<file path="config.mk">
export PLATFORM = sky130hd
export DESIGN_NAME = fptw_ctrl
export DESIGN_NICKNAME = d
export VERILOG_FILES = /design/src/hdl/fptw_pkg.sv /design/src/hdl/fptw_ctrl.sv
export SDC_FILE = /design/constraint.sdc
export NUM_CORES = 1
export LEC_CHECK = 0
export CAP_MARGIN = 20
export CORE_MARGIN = 5
export CORE_UTILIZATION = 34
export CTS_CLUSTER_DIAMETER = 40
export DETAILED_ROUTE_END_ITERATION = 10
export DONT_BUFFER_PORTS = 1
export GPL_ROUTABILITY_DRIVEN = 0
export HOLD_SLACK_MARGIN = 0.02
export PLACE_DENSITY = 0.45
export SYNTH_ARGS = -nofsm -noshare
export SYNTH_HDL_FRONTEND = slang
export SYNTH_SLANG_ARGS = --single-unit
</file>
<file path="constraint.sdc">
create_clock -name clock -period 2.8 [get_ports clock]
set_input_delay 0.42 -clock clock [delete_from_list [all_inputs] [get_ports clock]]
set_output_delay 0.42 -clock clock [all_outputs]
set_load 0.01 [all_outputs]
</file>
<file path="src/hdl/fptw_pkg.sv">
`default_nettype none

package fptw_pkg;

   // table geometry
   localparam int FRAME_COUNT_DEF   = 64;
   localparam int ENTRIES_PER_TABLE = 512;
   localparam int LEVELS            = 4;
   localparam int IDX_W             = 9;
   localparam int LVL_W             = 2;
   localparam int OFFSET_W          = 12;

   // field widths
   localparam int OPCODE_W    = 2;
   localparam int VADDR_W     = 48;
   localparam int ROOT_W      = 6;
   localparam int FRAME_OUT_W = 6;
   localparam int TAKEN_W     = 3;
   localparam int UNDO_CNT_W  = 3;
   localparam int FLAG_W      = 3;

   // word widths on the streams
   localparam int REQ_DATA_W = 56;
   localparam int RSP_DATA_W = 24;
   localparam int RSP_USED_W = 18;

   // bit position of the writable flag in the request word
   localparam int REQ_WRITABLE_BIT = VADDR_W;

   typedef enum logic [OPCODE_W-1:0] {
      OP_CHECK = 2'd0,
      OP_UNMAP = 2'd1,
      OP_FILL  = 2'd2,
      OP_NOP   = 2'd3
   } op_type;

   typedef enum logic [2:0] {
      S_CLEAR,
      S_IDLE,
      S_READ,
      S_EVAL,
      S_UNDO,
      S_DONE
   } state_type;

   // datapath operations issued by the controller
   typedef enum logic [3:0] {
      DP_NOP,
      DP_CLEAR,
      DP_START,
      DP_READ,
      DP_WALK,
      DP_HIT,
      DP_UNMAP,
      DP_FILL_OR,
      DP_FILL_ALLOC,
      DP_UNDO,
      DP_FAIL
   } dp_op_type;

   typedef struct packed {
      dp_op_type op;
      logic      load_rsp;
   } cmd_type;

   typedef struct packed {
      logic clear_last;
      logic present;
      logic leaf;
      logic alloc_ok;
      logic undo_empty;
   } sts_type;

endpackage

`default_nettype wire

</file>
<file path="src/hdl/fptw_ctrl.sv">
`default_nettype none

module fptw_ctrl (
   input  wire logic                          clock,
   input  wire logic                          reset,
   input  wire logic                          req_tvalid,
   output logic                               req_tready,
   input  wire logic [fptw_pkg::OPCODE_W-1:0] req_opcode,
   output logic                               rsp_tvalid,
   input  wire logic                          rsp_tready,
   input  wire fptw_pkg::sts_type             sts,
   output fptw_pkg::cmd_type                  cmd
);
   import fptw_pkg::*;

   state_type state_ff, state_in;
   op_type    op_ff, op_in;
   logic      rsp_valid_ff, rsp_valid_in;

   // state register
   always_ff @(posedge clock) begin
      if (reset) begin
         state_ff     <= S_CLEAR;
         rsp_valid_ff <= 1'b0;
      end else begin
         state_ff     <= state_in;
         rsp_valid_ff <= rsp_valid_in;
      end
   end

   always_ff @(posedge clock) begin
      op_ff <= op_in;
   end

   // next state and commands
   always_comb begin
      state_in     = state_ff;
      op_in        = op_ff;
      rsp_valid_in = rsp_valid_ff;
      req_tready   = 1'b0;
      cmd.op       = DP_NOP;
      cmd.load_rsp = 1'b0;

      if (rsp_valid_ff && rsp_tready) begin
         rsp_valid_in = 1'b0;
      end

      case (state_ff)
         S_CLEAR: begin
            cmd.op = DP_CLEAR;
            if (sts.clear_last) begin
               state_in = S_IDLE;
            end
         end
         S_IDLE: begin
            req_tready = 1'b1;
            if (req_tvalid) begin
               cmd.op = DP_START;
               op_in  = op_type'(req_opcode);
               if (op_type'(req_opcode) == OP_NOP) begin
                  state_in = S_DONE;
               end else begin
                  state_in = S_READ;
               end
            end
         end
         S_READ: begin
            cmd.op   = DP_READ;
            state_in = S_EVAL;
         end
         S_EVAL: begin
            case (op_ff)
               OP_CHECK, OP_UNMAP: begin
                  if (!sts.present) begin
                     state_in = S_DONE;
                  end else if (sts.leaf) begin
                     cmd.op   = (op_ff == OP_CHECK) ? DP_HIT : DP_UNMAP;
                     state_in = S_DONE;
                  end else begin
                     cmd.op   = DP_WALK;
                     state_in = S_READ;
                  end
               end
               OP_FILL: begin
                  if (sts.present && !sts.leaf) begin
                     cmd.op   = DP_FILL_OR;
                     state_in = S_READ;
                  end else if (sts.alloc_ok) begin
                     cmd.op   = DP_FILL_ALLOC;
                     state_in = sts.leaf ? S_DONE : S_READ;
                  end else begin
                     state_in = S_UNDO;
                  end
               end
               default: begin
                  state_in = S_DONE;
               end
            endcase
         end
         // roll back entries written by a fill that ran out of frames
         S_UNDO: begin
            if (sts.undo_empty) begin
               cmd.op   = DP_FAIL;
               state_in = S_DONE;
            end else begin
               cmd.op = DP_UNDO;
            end
         end
         S_DONE: begin
            if (!rsp_valid_ff || rsp_tready) begin
               cmd.load_rsp = 1'b1;
               rsp_valid_in = 1'b1;
               state_in     = S_IDLE;
            end
         end
         default: begin
            state_in = S_IDLE;
         end
      endcase
   end

   assign rsp_tvalid = rsp_valid_ff;

endmodule

`default_nettype wire

</file>
==> results of run 1 <==
-- per-layer routing --
metal / global-route usage / share of wire / vias to the layer above
met4: 0.113 / 0.015 / 0
met1: 0.128 / 0.41 / 188
met2: 0.190 / 0.48 / 15
met3: 0.0564 / 0.096 / 2
li1: - / - / 224
met5: 0 / 0 / -
-- registers in the layout, indices dropped and copies added, names as in the netlist --
signal,flops
op_ff,2
state_ff,3
rsp_tvalid,1
-- cell usage in the layout, fill, tap and decap left out, types with 2 or more instances in the layout --
cell	netlist	routed
a21oi_1	7	7
nand2_1	7	7
nand2b_1	2	2
nor2_1	6	6
edfxtp_1	2	2
mux2i_1	2	2
and3_1	2	2
dfxtp_1	4	4
clkbuf_4	0	3
nand3_1	2	2
inv_1	2	2
nor2b_1	4	4
-- critical path, stage by stage (launching register included) --
cell and delay (ns):
edfxtp_1 0.47, or2_0 0.27, mux2_2 0.28, o221ai_1 0.29
-- cell usage after synthesis (all sizes together) --
cell and count:
mux2i 2, buf 3, nor3 1, nand2 7
dfxtp 4, o32ai 1, and3 2, o221ai 1
o22ai 1, nand2b 2, xnor2 1, mux2 1
a21o 1, nor2b 5, a2111oi 1, nand3 2
or2 1, inv 2, o21a 1, edfxtp 2
nor2 6, o21ai 1, a311oi 1, o41ai 1
a211o 1, a21oi 8, a221oi 1
-- layout make-up --
| type | count | area, um^2 | area share |
|---|---|---|---|
| Clock buffer | 4 | 26.3 | 0.0525 |
| Inverter | 2 | 7.51 | 0.0150 |
| Multi-Input combinational cell | 49 | 308 | 0.615 |
| Sequential cell | 6 | 140 | 0.280 |
| Tap cell | 15 | 18.8 | 0.0375 |
-- logic make-up after synthesis --
| family | Yosys count |
|---|---|
| and+or+nand+nor | 26 |
| AOI/OAI and AO/OA | 19 |
| DFF | 6 |
| buffers and inverters | 5 |
| muxes | 3 |
| xor gates and xnor gates | 1 |
-- power by group through the flow --
stage	clock network [mW]	registers [mW]	logic, mW
floorplan	0	0.100	0.0430
global placement	0	0.106	0.0438
detailed placement	0	0.106	0.0427
CTS	0.0949	0.104	0.0430
global route	0.103	0.105	0.0483
finish	0.0895	0.105	0.0425
-- per-stage QoR --
step           setup slack [ns]  hold WS (ns)
3_3_place_gp               1.08         0.494
3_5_place_dp               1.07         0.492
5_1_grt                   0.707         0.223
6_report                  0.817         0.237
2_1_floorplan              1.18         0.489
4_1_cts                   0.791         0.224
-- path summary, 6_finish.rpt --
check / from / endpoint
max: op_ff[0]$_DFFE_PP_ / cmd[2]
min: reset / rsp_tvalid$_SDFF_PP0_
max reg2reg: state_ff[2]$_SDFFE_PP0P_ / state_ff[1]$_SDFFE_PP0P_
min reg2reg: rsp_tvalid$_SDFF_PP0_ / rsp_tvalid$_SDFF_PP0_
==> flow_metrics.tcl, run 1 <==
set metrics [dict create \
    status "finished, final reports clean" \
    cts_root_buf "clkbuf_4" \
    fp-row-count 13 \
    die_w_um 47.6 \
    synthTopCellsByArea "dfxtp_1, edfxtp_1, a21oi_1" \
    clk-insertion-delay-late_ns 0.25 \
    drive_gt1_frac 0.115 \
    initial_core_util 0.366 \
    totalPowerFinal_uw 237 \
    worst_ep_required_time_ns 2.38 \
    rrSetupSlack_ns 1.37 \
    grt_start_max_net_pins 13 \
    syn_nets 71 \
    hold_violations 0 \
    ant_nets 0 \
    post-synth-top-area-fraction 0.166 \
    wl_um 1150 \
    area_growth_syn_to_layout_pct 3.90 \
    crit_fanout 6 \
    numCtsBuffers 3 \
    internal_power_uw 168 \
    swShare 0.289 \
    dr.pass1.iters 4 \
    nets 73 \
    setup_viol 0 \
    cap_viol_max_count 0 \
    power.share.combinational 0.180 \
    drtIter0Drc 12 \
    synthCells 60 \
    chipHeight_um 47.6 \
    synth_top_family_by_area "compound AO/OA/AOI/OAI gates" \
    path_class "reg -> out" \
    fmax_mhz 504 \
    min_path_cells 1 \
    grt_pass1_wl_um 1880 \
    dp_hpwl_um 916 \
    maxSlewViolCount 0 \
    final.setup_skew_ns 0.00103 \
    clkPwrFrac 0.378 \
    cts_setup_buffers 0 \
    p_per_area_nw_per_um2 473 \
    relSlewSlack 0.676 \
    cts.sinks 6 \
    hp-class "in -> reg" \
    synth.distinct_cells 30 \
    yosys_warnings 0 \
    period_needed_ns 1.98 \
    ys_ff_latch 6 \
    netlist_area_um2 482 \
    ios 18 \
    post-route-period-util 0.708 \
    die-area_um2 2270 \
    synth_fa_ha_area_frac 0 \
    p_sw_uw 68.3 \
    p_leak_nw 0.180 \
    synthMuxAreaShare 0.0649 \
    seq_power_share 0.442 \
    synth-simple-area-share 0.268 \
    synthXorXnorAreaFrac 0.0182 \
    wl_per_cell_um 15.2 \
    end_kind "primary output" \
    clockBufferDepth 2 \
    port_buffers 0 \
    cts_hold_buf 0 \
    htreeDepth 1 \
    grt_overflow 0 \
    synth_seq_area_share 0.291 \
    track_usage 0.125 \
    coreArea_um2 1320 \
    cts.clk_slew.worst_paths_ns 0.05 \
    fillCellCount 141 \
    antenna_found_initial 0 \
    cp.arrival_ns 1.56 \
    synth_top_area_cell "dfxtp_1" \
    cts_tree "yes" \
    post-route-drc-count 0 \
    avgSynthCellArea_um2 8.03 \
    utilization 0.380 \
    n_antenna_cell 0 \
    ctsResizeCount 0 \
    vias 429 \
    rsz0062_at_grt "no" \
    stdcell_area_um2 500 \
    worst_ir_drop_vdd_uv 219 \
    finalSetupTns_ns 0 \
    place_area_um2 474 \
    vias_per_cell 5.64 \
    layoutNonFillerInstCount 76 \
    start_kind "register" \
    synth_compound_area_frac 0.288 \
    dp_cells 72 \
    reg2reg_depth 4 \
    grt_pass1_vias 442 \
    tightestPinTransition_ns 0.474 \
]
Power figures use the tool's default switching activity.
==> inputs of run 2 (changes only) <==
--- a/config.mk
+++ b/config.mk
@@ -13,7 +13,7 @@
 export DONT_BUFFER_PORTS = 1
 export GPL_ROUTABILITY_DRIVEN = 0
 export HOLD_SLACK_MARGIN = 0.02
-export PLACE_DENSITY = 0.45
+export PLACE_DENSITY = 0.47
 export SYNTH_ARGS = -nofsm -noshare
 export SYNTH_HDL_FRONTEND = slang
 export SYNTH_SLANG_ARGS = --single-unit
==> constraint.sdc (replaced) <==
create_clock -name clock -period 1.8 [get_ports clock]
set_input_delay 0.27 -clock clock [delete_from_list [all_inputs] [get_ports clock]]
set_output_delay 0.27 -clock clock [all_outputs]
set_load 0.01 [all_outputs]
==> flow_metrics.tcl, run 2 (synthesis gave the netlist of run 1 again) <==
set metrics [dict create \
    post-route-period-util 0.950 \
    p_per_area_nw_per_um2 702 \
    maxSlewViolCount 0 \
    cts_tree "yes" \
    max_stage_delay_ns 0.37 \
    ant_nets 0 \
    end_kind "primary output" \
    fp-row-count 13 \
    stdcell_area_um2 527 \
    place_area_um2 482 \
    clockBufferDepth 2 \
    grt_start_max_net_pins 13 \
    finalSetupTns_ns 0 \
    wl_per_cell_um 14.8 \
    drive_gt1_frac 0.145 \
    ff_latch_area_um2 140 \
    relSlewSlack 0.752 \
    setup_viol 0 \
    totalPowerFinal_uw 370 \
    rsz0062_at_grt "no" \
    n_antenna_cell 0 \
    track_usage 0.115 \
    start_kind "register" \
    cp.arrival_ns 1.44 \
    status "finished, final reports clean" \
    cts.clk_slew.worst_paths_ns 0.05 \
    dr.pass1.iters 2 \
    wl_um 1140 \
    dp_hpwl_um 921 \
    post-route-drc-count 0 \
    final.setup_skew_ns 0.00666 \
    vias 442 \
    worst_ep_required_time_ns 1.53 \
    top_register "state_ff" \
    ios 18 \
    initial_core_util 0.366 \
    nets 74 \
    hold_violations 0 \
    grt_pass1_wl_um 1730 \
    path_cells "or2_0, mux2_2, o221ai_1" \
    path_class "reg -> out" \
    cts_setup_buffers 0 \
    grt_pass1_vias 396 \
    period_needed_ns 1.71 \
    antenna_found_initial 0 \
    tightestPinTransition_ns 0.362 \
    critPathBufInv 0 \
    largest_reg_flops 3 \
    critPathTopFamily "flip-flops" \
    cts.sinks 6 \
    cts_root_buf "clkbuf_4" \
    cap_viol_max_count 0 \
    p_leak_nw 0.202 \
    worst_ir_drop_vdd_uv 344 \
    crit_path_top_delay_cell "edfxtp_1" \
    mostFrequentLayoutCells "a21oi_1, nand2_1, nor2_1, nor2b_1, dfxtp_1" \
    htreeDepth 1 \
    holdWs_ns 0.0927 \
    coreArea_um2 1320 \
    die_w_um 47.6 \
    fmax_mhz 585 \
    fillCellCount 141 \
    area_growth_syn_to_layout_pct 9.35 \
    hp-class "in -> reg" \
    clk-insertion-delay-late_ns 0.25 \
    numCtsBuffers 3 \
    die-area_um2 2270 \
    port_buffers 0 \
    vias_per_cell 5.74 \
    chipHeight_um 47.6 \
    drtIter0Drc 2 \
    grt_overflow 0 \
    crit_fanout 2 \
    multi_input_area_um2 327 \
]
-- run 2: cell count changes in the layout (fill, tap and decap cells not counted), sizes merged --
cell	change
buf	+1
-- run 2: timing repair --
action,4_1_cts,5_1_grt
setup endpoints to repair,0,1
hold buffers,0,0
resized for setup,0,2
-- run 2: worst paths after layout --
| check | startpoint | end | slack (ns) | depth (start not counted) |
|---|---|---|---|---|
| min reg2reg | rsp_tvalid$_SDFF_PP0_ | rsp_tvalid$_SDFF_PP0_ | 0.57 | 2 |
| max | op_ff[0]$_DFFE_PP_ | cmd[2] | 0.09 | 3 |
| min | reset | rsp_tvalid$_SDFF_PP0_ | 0.09 | 1 |
| max reg2reg | state_ff[2]$_SDFFE_PP0P_ | state_ff[1]$_SDFFE_PP0P_ | 0.40 | 4 |
-- run 2: final cells by class --
type,instances,share of cell area
multi-input combinational,49,0.620
sequential,6,0.266
clock buffer,4,0.0499
tap,15,0.0356
timing repair buffer,1,0.0143
inverter,2,0.0143
-- run 2: per-stage QoR --
stage,util,setup slack [ns],instances
5_1_grt,0.400,0.0107,77
4_1_cts,0.386,0.0512,77
3_3_place_gp,0.366,0.313,73
2_1_floorplan,-,0.330,60
3_5_place_dp,0.366,0.317,73
6_report,0.400,0.0894,77
-- run 2: layer usage --
layer,share of wire,track usage
met5,0,0
met4,0.0079,0.0323
met1,0.43,0.134
met3,0.096,0.0789
met2,0.46,0.171
-- run 2: where the power goes --
part	switching, mW	total [mW]	internal [mW]	leakage [nW]
Sequential	0.0136	0.162	0.148	0.0510
Clock	0.0510	0.135	0.0841	0.0150
Combinational	0.0407	0.0730	0.0323	0.136
-- run 2: worst register-to-register path, delay by kind of cell (launching register included) --
family | cells | cell delay [ns]
and+or+nand+nor | 3 | 0.49
AOI/OAI and AO/OA | 1 | 0.32
DFF | 1 | 0.54
==> inputs of run 3 (changes only) <==
--- a/config.mk
+++ b/config.mk
@@ -6,7 +6,6 @@
 export NUM_CORES = 1
 export LEC_CHECK = 0
 export CAP_MARGIN = 20
-export CORE_MARGIN = 5
 export CORE_UTILIZATION = 34
 export CTS_CLUSTER_DIAMETER = 40
 export DETAILED_ROUTE_END_ITERATION = 10
==> flow_metrics.tcl, run 3 (synthesis gave the netlist of run 1 again) <==
set metrics [dict create \
    status "finished, final reports clean" \
    htreeDepth 1 \
    vias_per_cell 5.68 \
    clk-insertion-delay-late_ns 0.25 \
    largest_reg_flops 3 \
    tightestPinTransition_ns 0.352 \
    die-area_um2 1570 \
    area_growth_syn_to_layout_pct 9.61 \
    post-route-period-util 0.947 \
    fp-row-count 13 \
    dp_hpwl_um 848 \
    crit_path_top_delay_cell "edfxtp_1" \
    p_leak_nw 0.202 \
    vias 437 \
    track_usage 0.156 \
    ant_nets 0 \
    layoutNonFillerInstCount 77 \
    maxSlewViolCount 0 \
    worst_ep_required_time_ns 1.53 \
    finalSetupTns_ns 0 \
    n_antenna_cell 0 \
    die_w_um 39.6 \
    dr.pass1.iters 4 \
    mostFrequentLayoutCells "a21oi_1, nand2_1, nor2_1, nor2b_1" \
    ctsResizeCount 0 \
    hold_violations 0 \
    drive_gt1_frac 0.161 \
    final.setup_skew_ns 0.00413 \
    ios 18 \
    cts_hold_buf 0 \
    chipHeight_um 39.6 \
    grt_pass1_vias 387 \
    max_stage_delay_ns 0.37 \
    fmax_mhz 586 \
    utilization 0.401 \
    cap_viol_max_count 0 \
    port_buffers 0 \
    relSlewSlack 0.759 \
    cts_tree "yes" \
    setup_slack_ns 0.0948 \
    stdcell_area_um2 528 \
    critPathTopFamily "flip-flops" \
    place_area_um2 482 \
    grt_overflow 0 \
    nets 74 \
    cp.arrival_ns 1.44 \
    worst_ir_drop_vdd_uv 288 \
    end_kind "primary output" \
    grt_pass1_wl_um 1590 \
    holdWs_ns 0.0901 \
    numCtsBuffers 3 \
    post-place-ws_ns 0.334 \
    top_register "state_ff" \
    cts_setup_buffers 0 \
    hp-class "in -> reg" \
    initial_core_util 0.366 \
    totalPowerFinal_uw 372 \
    dp_cells 73 \
    wl_per_cell_um 14.3 \
    clockBufferDepth 2 \
    cts_root_buf "clkbuf_4" \
    path_class "reg -> out" \
    setup_viol 0 \
    cts.sinks 6 \
    period_needed_ns 1.71 \
    antenna_found_initial 0 \
    cts.clk_slew.worst_paths_ns 0.05 \
    start_kind "register" \
    critPathBufInv 0 \
    wl_um 1100 \
    p_per_area_nw_per_um2 705 \
    rsz0062_at_grt "no" \
    drtIter0Drc 21 \
    coreArea_um2 1320 \
    post-route-drc-count 0 \
    path_cells "or2_0, mux2_2, o221ai_1" \
    grt_start_max_net_pins 13 \
    crit_fanout 2 \
]
[run 3: changes by cell type in the layout (fill, tap and decap cells not counted)]
cell     delta
dfxtp_1     -1
dfxtp_2     +1
[run 3: area by class of cell]
cell class	count	area (um^2)
inverter	2	7.51
sequential	6	141
tap	15	18.8
timing repair buffer	1	7.51
multi-input combinational	49	327
fill	134	790
clock buffer	4	26.3
[run 3: routing by layer]
metal,track usage,share of wire
met2,0.242,0.50
met3,0.0909,0.098
met5,0,0
met4,0.0259,0
met1,0.187,0.40
[run 3: report_power, final]
group          switching [mW]  internal (mW)
Sequential             0.0134          0.149
Clock                  0.0521         0.0842
Combinational          0.0412         0.0324
Total                   0.107          0.265
[run 3: worst reg2reg max path, delay by kind of cell, from the launching register on]
kind	cells	cell delay, ns
compound gates	1	0.31
flops	1	0.53
simple gates	3	0.50
[run 3: worst paths after layout]
check / from / endpoint / slack, ns / cells past startpoint
max: op_ff[0]$_DFFE_PP_ / cmd[2] / 0.09 / 3
min reg2reg: rsp_tvalid$_SDFF_PP0_ / rsp_tvalid$_SDFF_PP0_ / 0.57 / 2
max reg2reg: state_ff[2]$_SDFFE_PP0P_ / state_ff[1]$_SDFFE_PP0P_ / 0.40 / 4
min: reset / rsp_tvalid$_SDFF_PP0_ / 0.09 / 1
